## src/sv/sxnn_pkg.sv

```systemverilog
// Shared types and constants for the sorted-x nearest-neighbour search block.
// No dependencies; used by every module of the block.
package sxnn_pkg;

  localparam int MAX_ENTRIES = 1024;
  localparam int COORD_BITS  = 16;
  localparam int IDX_W       = $clog2(MAX_ENTRIES);
  localparam int CNT_W       = IDX_W + 1;
  localparam int RAD_W       = 16;
  localparam int OP_W        = (COORD_BITS > RAD_W) ? COORD_BITS : RAD_W;
  localparam int SQ_W        = 2 * OP_W;
  localparam int DIST_W      = SQ_W + 1;
  localparam int OUT_DIST_W  = 2 * COORD_BITS + 1;

  localparam int CFG_IDX_W  = 1;
  localparam int CFG_DATA_W = CNT_W;

  localparam logic [CFG_IDX_W-1:0] CFG_ENTRY_COUNT = 1'b0;
  localparam logic [CFG_IDX_W-1:0] CFG_SEARCH_MODE = 1'b1;

  localparam logic ACT_WRITE = 1'b0;
  localparam logic ACT_QUERY = 1'b1;

  localparam logic MODE_PREY   = 1'b0;
  localparam logic MODE_DANGER = 1'b1;

  typedef struct packed {
    logic                         action;
    logic [IDX_W-1:0]             entry_index;
    logic signed [COORD_BITS-1:0] pos_x;
    logic signed [COORD_BITS-1:0] pos_y;
    logic                         is_deleted;
    logic                         is_hunter;
    logic                         is_alive;
    logic [RAD_W-1:0]             detect_radius;
  } in_beat_t;

  typedef struct packed {
    logic                  found;
    logic [IDX_W-1:0]      found_index;
    logic [OUT_DIST_W-1:0] found_dist_sq;
  } out_beat_t;

  typedef struct packed {
    logic signed [COORD_BITS-1:0] x;
    logic signed [COORD_BITS-1:0] y;
    logic                         del;
    logic                         hunter;
    logic                         alive;
  } entry_t;

endpackage

```

## src/sv/sxnn_sq_unit.sv

```systemverilog
// Shared squaring unit: registered op*op, one result per cycle.
// Depends on sxnn_pkg for operand and result widths.
module sxnn_sq_unit (
  input  logic                          clk_i,
  input  logic [sxnn_pkg::OP_W-1:0]     op_i,
  output logic [sxnn_pkg::SQ_W-1:0]     sq_o
);

  logic [sxnn_pkg::SQ_W-1:0] sq_q;

  always_ff @(posedge clk_i) begin
    sq_q <= sxnn_pkg::SQ_W'(op_i) * sxnn_pkg::SQ_W'(op_i);
  end

  assign sq_o = sq_q;

endmodule

```

## config.mk

```make
export PLATFORM = sky130hd
export DESIGN_NAME = sxnn_sq_unit
export DESIGN_NICKNAME = d
export VERILOG_FILES = /design/src/sv/sxnn_pkg.sv /design/src/sv/sxnn_sq_unit.sv
export SDC_FILE = /design/constraint.sdc
export NUM_CORES = 1
export LEC_CHECK = 0
export ABC_AREA = 1
export BUFFER_PORTS_ARGS = -buffer_cell sky130_fd_sc_hd__clkbuf_2
export CORE_MARGIN = 4
export CORE_UTILIZATION = 48
export DETAILED_ROUTE_END_ITERATION = 16
export GPL_ROUTABILITY_DRIVEN = 0
export PLACE_DENSITY = 0.69
export SLEW_MARGIN = 15
export SYNTH_ARGS = -nofsm -noshare
export SYNTH_HDL_FRONTEND = slang
export SYNTH_SLANG_ARGS = --single-unit
```

## constraint.sdc

```tcl
create_clock -name clk_i -period 7.46 [get_ports clk_i]
set_clock_uncertainty 0.15 [all_clocks]
set_input_delay 1.492 -clock clk_i [delete_from_list [all_inputs] [get_ports clk_i]]
set_output_delay 1.492 -clock clk_i [all_outputs]
set_load 0.1 [all_outputs]
```

==> run_results.csv, run 1 <==
group,metric,value,unit
status,status,"finished, final reports clean",
finish,nFillCells,1781,
detailed_routing,post_drt_wl_per_cell,12.9,um
synthesis,synth_xor_area_share,2.70,%
synthesis,synthAdderAreaFrac,51.7,%
finish,layout_commonest_cell,"inv_1",
synthesis,synth_top_family_by_area,"adder cells",
synthesis,synth_warnings,0,
worst_setup_path,cp_data_arrival_time,6640,ps
clock_tree,cts_tree,"done",
synthesis,ys_types,23,
clock_tree,ctsHoldBuffers,0,
synthesis,synth_top_area_cell,"fa_1",
global_routing,grt_pass1_vias,7216,
detailed_routing,firstDrtPassIters,5,
timing,finalCritPeriodShare,88.6,%
job,cap_violations,0,
timing,setup_slack,850,ps
clock_tree,cts_buffers,5,
synthesis,synth_top_area_share,37.1,%
clock_tree,htree_levels,2,
synthesis,synth_compound_area_share,1.47,%
clock_tree,clockBufferDepth,2,
worst_setup_path,critical_path_required,7490,ps
synthesis,muxShareOfSynthArea,0,%
timing,finalMaxSlewViolations,0,
detailed_routing,drc_errors,0,
synthesis,synth_simple_gate_area_share,19.3,%
detailed_routing,wirelength,18.5,mm
floorplan,die-height,143,um
place,port_buffers,47,
detailed_routing,viasPerCell,4.69,
synthesis,avgSynthCellArea,7.45,um^2
timing,rsz0062_at_grt,"no",
clock_tree,cts.repair.resized,0,
synthesis,ys_seq_elements,31,
global_routing,grt_first_pass_wirelength,32.7,mm
hold_path,whs_path_depth,1,
finish,fin_nets,1479,
timing,hold_viol,0,
worst_setup_path,slowest_delay,550,ps
worst_setup_path,critical_path.endpoint,"sq_o[30]$_DFF_P_",
worst_setup_path,cpMostUsedCell,"inv_1",
global_routing,grt_use_total,19.9,%
worst_setup_path,criticalPathCategory,"in2reg",
timing,worst_pin_slew,548,ps
synthesis,synth_area,0.00874,mm^2
worst_setup_path,startpoint,"op_i[8]",
global_routing,antenna_found_initial,1,
global_routing,grt_max_degree,19,
place,dpl.hpwl,16.1,mm
worst_setup_path,cp.depth,23,
global_routing,grt_overflow_total,0,
finish,synthToLayoutAreaGrowth,6.50,%
floorplan,fp.dieArea,0.0204,mm^2
synthesis,ys_top_cells_by_area,"fa_1, inv_1, ha_1",
floorplan,initial_core_util,48.7,%
worst_setup_path,startpoint_type,"primary input",
worst_setup_path,path_cells,"clkbuf_2 -> nand2_1 -> inv_1 -> fa_1 -> inv_1 -> fa_1 -> inv_1 -> fa_1 -> inv_1 -> fa_1 -> inv_1 -> fa_1 -> inv_1 -> fa_1 -> inv_1 -> ha_1 -> nand2_2 -> nor2_2 -> nand3_1 -> nand3_2 -> nand2_1 -> nand3_1 -> nand2_1",
synthesis,synth_fp_nets,1455,
worst_setup_path,cp-end-kind,"flop",
clock_tree,path_clk_slew,50,ps
worst_setup_path,critPathMaxFanout,17,
clock_tree,post_cts_buffers,0,
finish,final_cell_mix,"inv_1, nand2_1, fa_1",
timing,clock.fmax,0.151,GHz
finish,largest_register_ffs,31,
detailed_routing,ant_nets,0,
floorplan,fp.coreArea,0.0180,mm^2
synthesis,seq_area_frac_synth,7.10,%
timing,tns,0,ps
floorplan,io_pins,49,
clock_tree,cts_sinks,31,
timing,setup_violations,0,
floorplan,die_w,143,um
detailed_routing,num_vias,6693,
hold_path,hp-class,"in2reg",
clock_tree,clockRootBuffer,"clkbuf_16",
timing,slew_headroom,63.6,%
worst_setup_path,crit_family,"adder cells",
worst_setup_path,crit_slowest_cell,"fa_1",
floorplan,rows,49,
finish,drive_above_1_share,6.17,%
synthesis,postSynthCellCount,1174,
timing,final.min_clock_period,6610,ps
detailed_routing,drt_iter0_drc,281,
worst_setup_path,worstPathBufferInverterCount,8,
finish,n_antenna_cell,0,
place,dp_slack,531,ps
-- through the flow --
step	instances	hold slack, ps	utilization, %	instance area [um^2]
3_3_place_gp	1420	1760	50.9	9140
5_1_grt	1428	1490	51.8	9310
4_1_cts	1428	1470	51.8	9310
2_1_floorplan	1174	1370	-	8740
3_5_place_dp	1420	1760	50.9	9140
6_report	1428	1470	51.8	9310
-- worst min path at each step --
stage	startpoint	end	slack, ps
after global routing	op_i[0]	sq_o[0]$_DFF_P_	1490
after global placement	op_i[0]	sq_o[0]$_DFF_P_	1760
final	op_i[0]	sq_o[0]$_DFF_P_	1470
after floorplan	op_i[0]	sq_o[0]$_DFF_P_	1370
after CTS	op_i[0]	sq_o[0]$_DFF_P_	1470
after detailed placement	op_i[0]	sq_o[0]$_DFF_P_	1760
-- layer usage --
layer	routed length [um]	GRT usage, %	vias up
li1	-	-	3351
met2	9560	37.4	109
met3	742	1.84	26
met4	327	4.40	2
met1	7830	24.7	3205
met5	13	0	-
-- synth_stat cells --
master      n
a21o_1      1
a21oi_1    18
a31o_2      1
buf_2       5
buf_4       1
clkbuf_1   24
conb_1      1
dfxtp_1    31
fa_1      162
ha_1      102
inv_1     379
nand2_1   325
nand2_2     5
nand3_1    31
nand3_2     6
nand4_1     4
nor2_1     40
nor2_2      4
nor3_1      1
o21bai_1    3
or2_2       3
xnor2_1     5
xor2_1     22
-- layout make-up --
cell class                 count  area, um^2  area share (%)
multi-input combinational    734        6580            70.6
inverter                     379        1420            15.3
sequential                    31         621            6.66
tap                          229         287            3.08
timing repair buffer          47         235            2.53
clock buffer                   5         125            1.34
clock inverter                 3        43.8           0.470
-- cells by family after synthesis --
family / Yosys count
AOI/OAI and AO/OA: 23
buffers and inverters: 409
xor gates and xnor gates: 27
and+or+nand+nor: 419
DFF: 31
other: 1
adders and majority gates: 264
Power of run 1 is left out: the tool's default activity adds up to more than one toggle a clock period on the data nets, which glitch-free logic cannot reach.
==> run 2: changes to the inputs <==
--- a/config.mk
+++ b/config.mk
@@ -5,13 +5,13 @@
 export SDC_FILE = /design/constraint.sdc
 export NUM_CORES = 1
 export LEC_CHECK = 0
-export ABC_AREA = 1
 export BUFFER_PORTS_ARGS = -buffer_cell sky130_fd_sc_hd__clkbuf_2
 export CORE_MARGIN = 4
 export CORE_UTILIZATION = 48
 export DETAILED_ROUTE_END_ITERATION = 16
 export GPL_ROUTABILITY_DRIVEN = 0
 export PLACE_DENSITY = 0.69
+export SKIP_LAST_GASP = 1
 export SLEW_MARGIN = 15
 export SYNTH_ARGS = -nofsm -noshare
 export SYNTH_HDL_FRONTEND = slang
==> run 2 against run 1 <==
Effect of this change: critical path type unchanged; setup slack worse by 500 ps; non-clock buffer count is 15 higher; final cell count is 20% lower; synthesized cell count is 25% lower; global-route usage is 0.73 points lower; final area is 7.3% lower; highest routed layer is now met4.
==> run_results.csv, run 2 <==
group,metric,value,unit
floorplan,fp.coreArea,0.0161,mm^2
clock_tree,path_clk_slew,50,ps
timing,finalMaxSlewViolations,0,
synthesis,synth_edf_count,0,
detailed_routing,post_drt_wl_per_cell,14.6,um
floorplan,initial_core_util,49.5,%
floorplan,die-height,137,um
synthesis,seq_area_frac_synth,7.77,%
synthesis,synth_top_area_share,40.6,%
worst_setup_path,criticalPathCategory,"in2reg",
global_routing,grt_overflow_total,0,
global_routing,grt_use_total,19.2,%
floorplan,die_w,137,um
synthesis,synth_top_area_cell,"fa_1",
detailed_routing,drt_iter0_drc,281,
synthesis,yosys-top-cells-count,"inv_1, fa_1, ha_1, nand2_1, and2_1",
synthesis,synth_warnings,0,
place,dpl.hpwl,14.5,mm
global_routing,grt_pass1_vias,6136,
timing,final.min_clock_period,7110,ps
detailed_routing,firstDrtPassIters,4,
global_routing,grt_max_degree,18,
synthesis,ys_top_cells_by_area,"fa_1, ha_1, inv_1",
clock_tree,cts.repair.resized,0,
clock_tree,htree_levels,2,
timing,tns,0,ps
synthesis,synthArstFlopShare,0,%
finish,drive_above_1_share,8.76,%
hold_path,whs_path_depth,1,
detailed_routing,num_vias,5737,
synthesis,ys.flop_type,"dfxtp_1",
floorplan,io_pins,49,
worst_setup_path,cp-end-kind,"flop",
timing,setup_violations,0,
clock_tree,cts_buffers,5,
detailed_routing,drc_errors,0,
clock_tree,clockRootBuffer,"clkbuf_16",
timing,worst_pin_slew,547,ps
timing,setup_slack,353,ps
global_routing,grt_first_pass_wirelength,28.5,mm
detailed_routing,ant_nets,0,
synthesis,synth.most_common_cell,"inv_1",
timing,hold_viol,0,
timing,clock.fmax,0.141,GHz
timing,rsz0062_at_grt,"no",
detailed_routing,wirelength,16.7,mm
clock_tree,ctsHoldBuffers,0,
hold_path,hp-class,"in2reg",
synthesis,synth_fp_nets,1162,
synthesis,synth_area,0.00798,mm^2
finish,final_cell_mix,"inv_1, fa_1, ha_1",
floorplan,fp.dieArea,0.0188,mm^2
worst_setup_path,cp_data_arrival_time,7120,ps
worst_setup_path,critPathMaxFanout,13,
detailed_routing,viasPerCell,5.03,
finish,layout_commonest_cell,"inv_1",
finish,synthToLayoutAreaGrowth,8.18,%
finish,n_antenna_cell,0,
clock_tree,post_cts_buffers,0,
synthesis,postSynthCellCount,881,
synthesis,ys_seq_elements,31,
floorplan,rows,46,
clock_tree,cts_sinks,31,
synthesis,ys_types,50,
worst_setup_path,startpoint_type,"primary input",
place,port_buffers,47,
finish,largest_register_ffs,31,
place,dp_slack,90.3,ps
clock_tree,clockBufferDepth,2,
job,cap_violations,0,
finish,fin_nets,1206,
clock_tree,cts_tree,"done",
timing,slew_headroom,63.7,%
status,status,"finished, final reports clean",
timing,finalCritPeriodShare,95.3,%
worst_setup_path,critical_path_required,7480,ps
synthesis,avgSynthCellArea,9.06,um^2
global_routing,antenna_found_initial,0,
==> run 2: cells by family (layout without fill, tap and decap cells) <==
logic type	Yosys count	in the layout	share of synthesized area (%)
flops	31	31	7.77
compound gates	82	82	7.07
mux	1	1	0.141
buf+inv	276	320	13.2
fa+ha+maj	264	264	56.6
other cells	1	1	0.0470
simple gates	188	188	11.0
xor+xnor	38	38	4.17
==> run 2: worst paths after layout <==
kind	slack, ps	start	to
worst max-delay path	350	op_i[8]	sq_o[28]$_DFF_P_
worst min-delay path	1370	op_i[0]	sq_o[0]$_DFF_P_
==> run 2: critical path: stages <==
cell and delay, ps:
clkbuf_2 250, nand2_1 190, inv_1 80, fa_1 530, inv_1 50, fa_1 540, inv_1 50, fa_1 490
inv_1 50, fa_1 530, inv_1 50, fa_1 470, inv_1 50, fa_1 480, inv_1 50, ha_1 360
and3_1 200, nand3_1 90, o211ai_2 260, o21ai_2 140, o31ai_2 400, a31oi_1 160, xnor2_1 140
==> run 2: routing by layer <==
layer	vias to the layer above	share of wire (%)	track usage, %	wire, um
met3	36	3.1	2.50	518
met5	-	0	0	0
met1	2886	40	23.8	6740
met4	0	3.0	5.65	493
met2	102	53	34.8	8920
li1	2713	-	-	-
==> run 2: cell type report <==
class / count / area, um^2
tap: 216 / 270
clock inverter: 1 / 5.00
clock buffer: 6 / 139
fill: 1544 / 7480
multi-input combinational: 574 / 6310
inverter: 251 / 942
timing repair buffer: 62 / 348
sequential: 31 / 621
==> run 2: stage by stage <==
stage	std cells	hold slack [ps]	area, um^2	util [%]
global route	1141	1380	8640	53.6
CTS	1141	1360	8640	53.6
detailed placement	1134	1650	8490	52.7
global placement	1134	1650	8490	52.7
floorplan	881	1370	7980	-
finish	1141	1370	8640	53.6
Power of run 2 is left out for the same reason.
==> run 3: changes to the inputs <==
--- a/config.mk
+++ b/config.mk
@@ -6,11 +6,13 @@
 export NUM_CORES = 1
 export LEC_CHECK = 0
 export BUFFER_PORTS_ARGS = -buffer_cell sky130_fd_sc_hd__clkbuf_2
+export CELL_PAD_IN_SITES_DETAIL_PLACEMENT = 2
+export CELL_PAD_IN_SITES_GLOBAL_PLACEMENT = 2
 export CORE_MARGIN = 4
-export CORE_UTILIZATION = 48
+export CORE_UTILIZATION = 40
 export DETAILED_ROUTE_END_ITERATION = 16
 export GPL_ROUTABILITY_DRIVEN = 0
-export PLACE_DENSITY = 0.69
+export PLACE_DENSITY = 0.87
 export SKIP_LAST_GASP = 1
 export SLEW_MARGIN = 15
 export SYNTH_ARGS = -nofsm -noshare
==> run 3 against run 2 <==
Effect of this change: worst hold slack lost 35 ps; final area grew 2.8%; setup slack lost 100 ps; first-iteration DRC count shrank 38%; global-route usage grew 6.2 points; sequential share of layout area shrank 0.19 points; die area grew 19%.
==> run_results.csv, run 3 (synthesis gave the netlist of run 2 again) <==
group,metric,value,unit
worst_setup_path,slowest_delay,550,ps
job,cap_violations,0,
hold_path,min_to,"sq_o[0]$_DFF_P_",
timing,final.min_clock_period,7210,ps
hold_path,min-delay-start,"op_i[0]",
floorplan,die-height,149,um
worst_setup_path,path_cells,"clkbuf_2 -> nand2_1 -> inv_1 -> fa_1 -> inv_1 -> fa_1 -> inv_1 -> fa_1 -> inv_1 -> fa_1 -> inv_1 -> fa_1 -> inv_1 -> fa_1 -> inv_1 -> ha_1 -> and3_1 -> nand3_1 -> o211ai_2 -> o21ai_2 -> o31ai_2 -> o2bb2ai_1 -> xor2_1",
place,dp_cells,1203,
timing,clock.fmax,0.139,GHz
timing,setup_violations,0,
finish,nFillCells,2183,
global_routing,grt_overflow_total,0,
timing,slew_headroom,62.2,%
floorplan,initial_core_util,40.9,%
finish,fin_nets,1227,
clock_tree,cts_sinks,31,
worst_setup_path,worstPathBufferInverterCount,8,
detailed_routing,wirelength,26.8,mm
worst_setup_path,cp-end-kind,"flop",
timing,finalMaxSlewViolations,0,
detailed_routing,post_drt_wl_per_cell,22.1,um
detailed_routing,drt_iter0_drc,175,
timing,hold_ws,1340,ps
clock_tree,cts_buffers,5,
timing,worst_pin_slew,570,ps
finish,synthToLayoutAreaGrowth,11.2,%
clock_tree,clockBufferDepth,2,
floorplan,fp.coreArea,0.0195,mm^2
detailed_routing,viasPerCell,5.10,
detailed_routing,firstDrtPassIters,4,
finish,drive_above_1_share,11.1,%
timing,finalCritPeriodShare,96.7,%
worst_setup_path,critPathMaxFanout,6,
floorplan,io_pins,49,
worst_setup_path,crit_family,"adder cells",
finish,finalNonFillerCells,1212,
detailed_routing,ant_nets,0,
place,dpl.hpwl,24.0,mm
global_routing,grt_pass1_vias,7812,
finish,layout_commonest_cell,"inv_1",
finish,n_antenna_cell,0,
global_routing,grt_use_total,25.3,%
finish,multi_input_area,0.00633,mm^2
global_routing,antenna_found_initial,0,
floorplan,rows,51,
detailed_routing,drc_errors,0,
global_routing,grt_max_degree,18,
status,status,"finished, final reports clean",
timing,setup_slack,250,ps
finish,regArea,621,um^2
worst_setup_path,cpMostUsedCell,"inv_1",
timing,rsz0062_at_grt,"no",
hold_path,whs_path_depth,1,
place,dp_slack,-288,ps
finish,final_cell_mix,"inv_1, fa_1, ha_1",
floorplan,fp.dieArea,0.0223,mm^2
global_routing,grt_first_pass_wirelength,42.5,mm
floorplan,die_w,149,um
clock_tree,htree_levels,2,
finish,largest_register_ffs,31,
clock_tree,clockRootBuffer,"clkbuf_16",
clock_tree,cts_tree,"done",
place,port_buffers,47,
worst_setup_path,crit_slowest_cell,"fa_1",
worst_setup_path,startpoint_type,"primary input",
worst_setup_path,cp_data_arrival_time,7280,ps
hold_path,hp-class,"in2reg",
timing,hold_viol,0,
clock_tree,path_clk_slew,60,ps
clock_tree,ctsHoldBuffers,0,
worst_setup_path,critical_path_required,7530,ps
detailed_routing,num_vias,6181,
worst_setup_path,criticalPathCategory,"in2reg",
run 3: cell count changes in the layout (fill, tap and decap cells not counted), moves of 2 or more:
cell / delta
clkbuf_1: +2
a21oi_1: -2
clkbuf_2: -3
buf_4: +21
a21oi_2: +2
clkbuf_4: +2
run 3: repair_timing:
| item | 4_1_cts | 5_1_grt |
|---|---|---|
| gates resized for setup | 0 | 10 |
| setup buffers | 0 | 1 |
| endpoints found under the hold margin | 0 | 0 |
| setup endpoints to repair | 0 | 6 |
run 3: worst max-delay path by stage:
stage          cells after the start          endpoint  slack [ps]  startpoint
6_report                          23  sq_o[30]$_DFF_P_         250     op_i[8]
5_1_grt                           23  sq_o[30]$_DFF_P_           3     op_i[8]
4_1_cts                           22  sq_o[31]$_DFF_P_          40     op_i[5]
3_5_place_dp                      22  sq_o[31]$_DFF_P_        -290     op_i[5]
3_3_place_gp                      22  sq_o[29]$_DFF_P_         200     op_i[5]
2_1_floorplan                     21  sq_o[30]$_DFF_P_         390    op_i[14]
run 3: layout make-up:
type                            instances  area share, %
Clock buffer                            7           1.49
Clock inverter                          1         0.0564
Tap cell                              265           3.74
Inverter                              251           10.6
Timing Repair Buffer                   83           5.75
Sequential cell                        31           6.99
Multi-Input combinational cell        574           71.4
run 3: routing by layer:
metal | track usage (%) | vias to the layer above | part of all wire, %
li1 | - | 2754 | -
met1 | 25.0 | 3234 | 34
met2 | 52.4 | 124 | 59
met3 | 2.95 | 69 | 2.3
met4 | 10.3 | 0 | 4.6
met5 | 0 | - | 0
run 3: stage by stage:
step / area (um^2) / util (%) / TNS [ps]
detailed placement: 8700 / 44.6 / -745
global placement: 8700 / 44.6 / 0
CTS: 8840 / 45.3 / 0
finish: 8880 / 45.5 / 0
floorplan: 7980 / - / 0
global route: 8880 / 45.5 / 0
Power of run 3 is left out for the same reason.
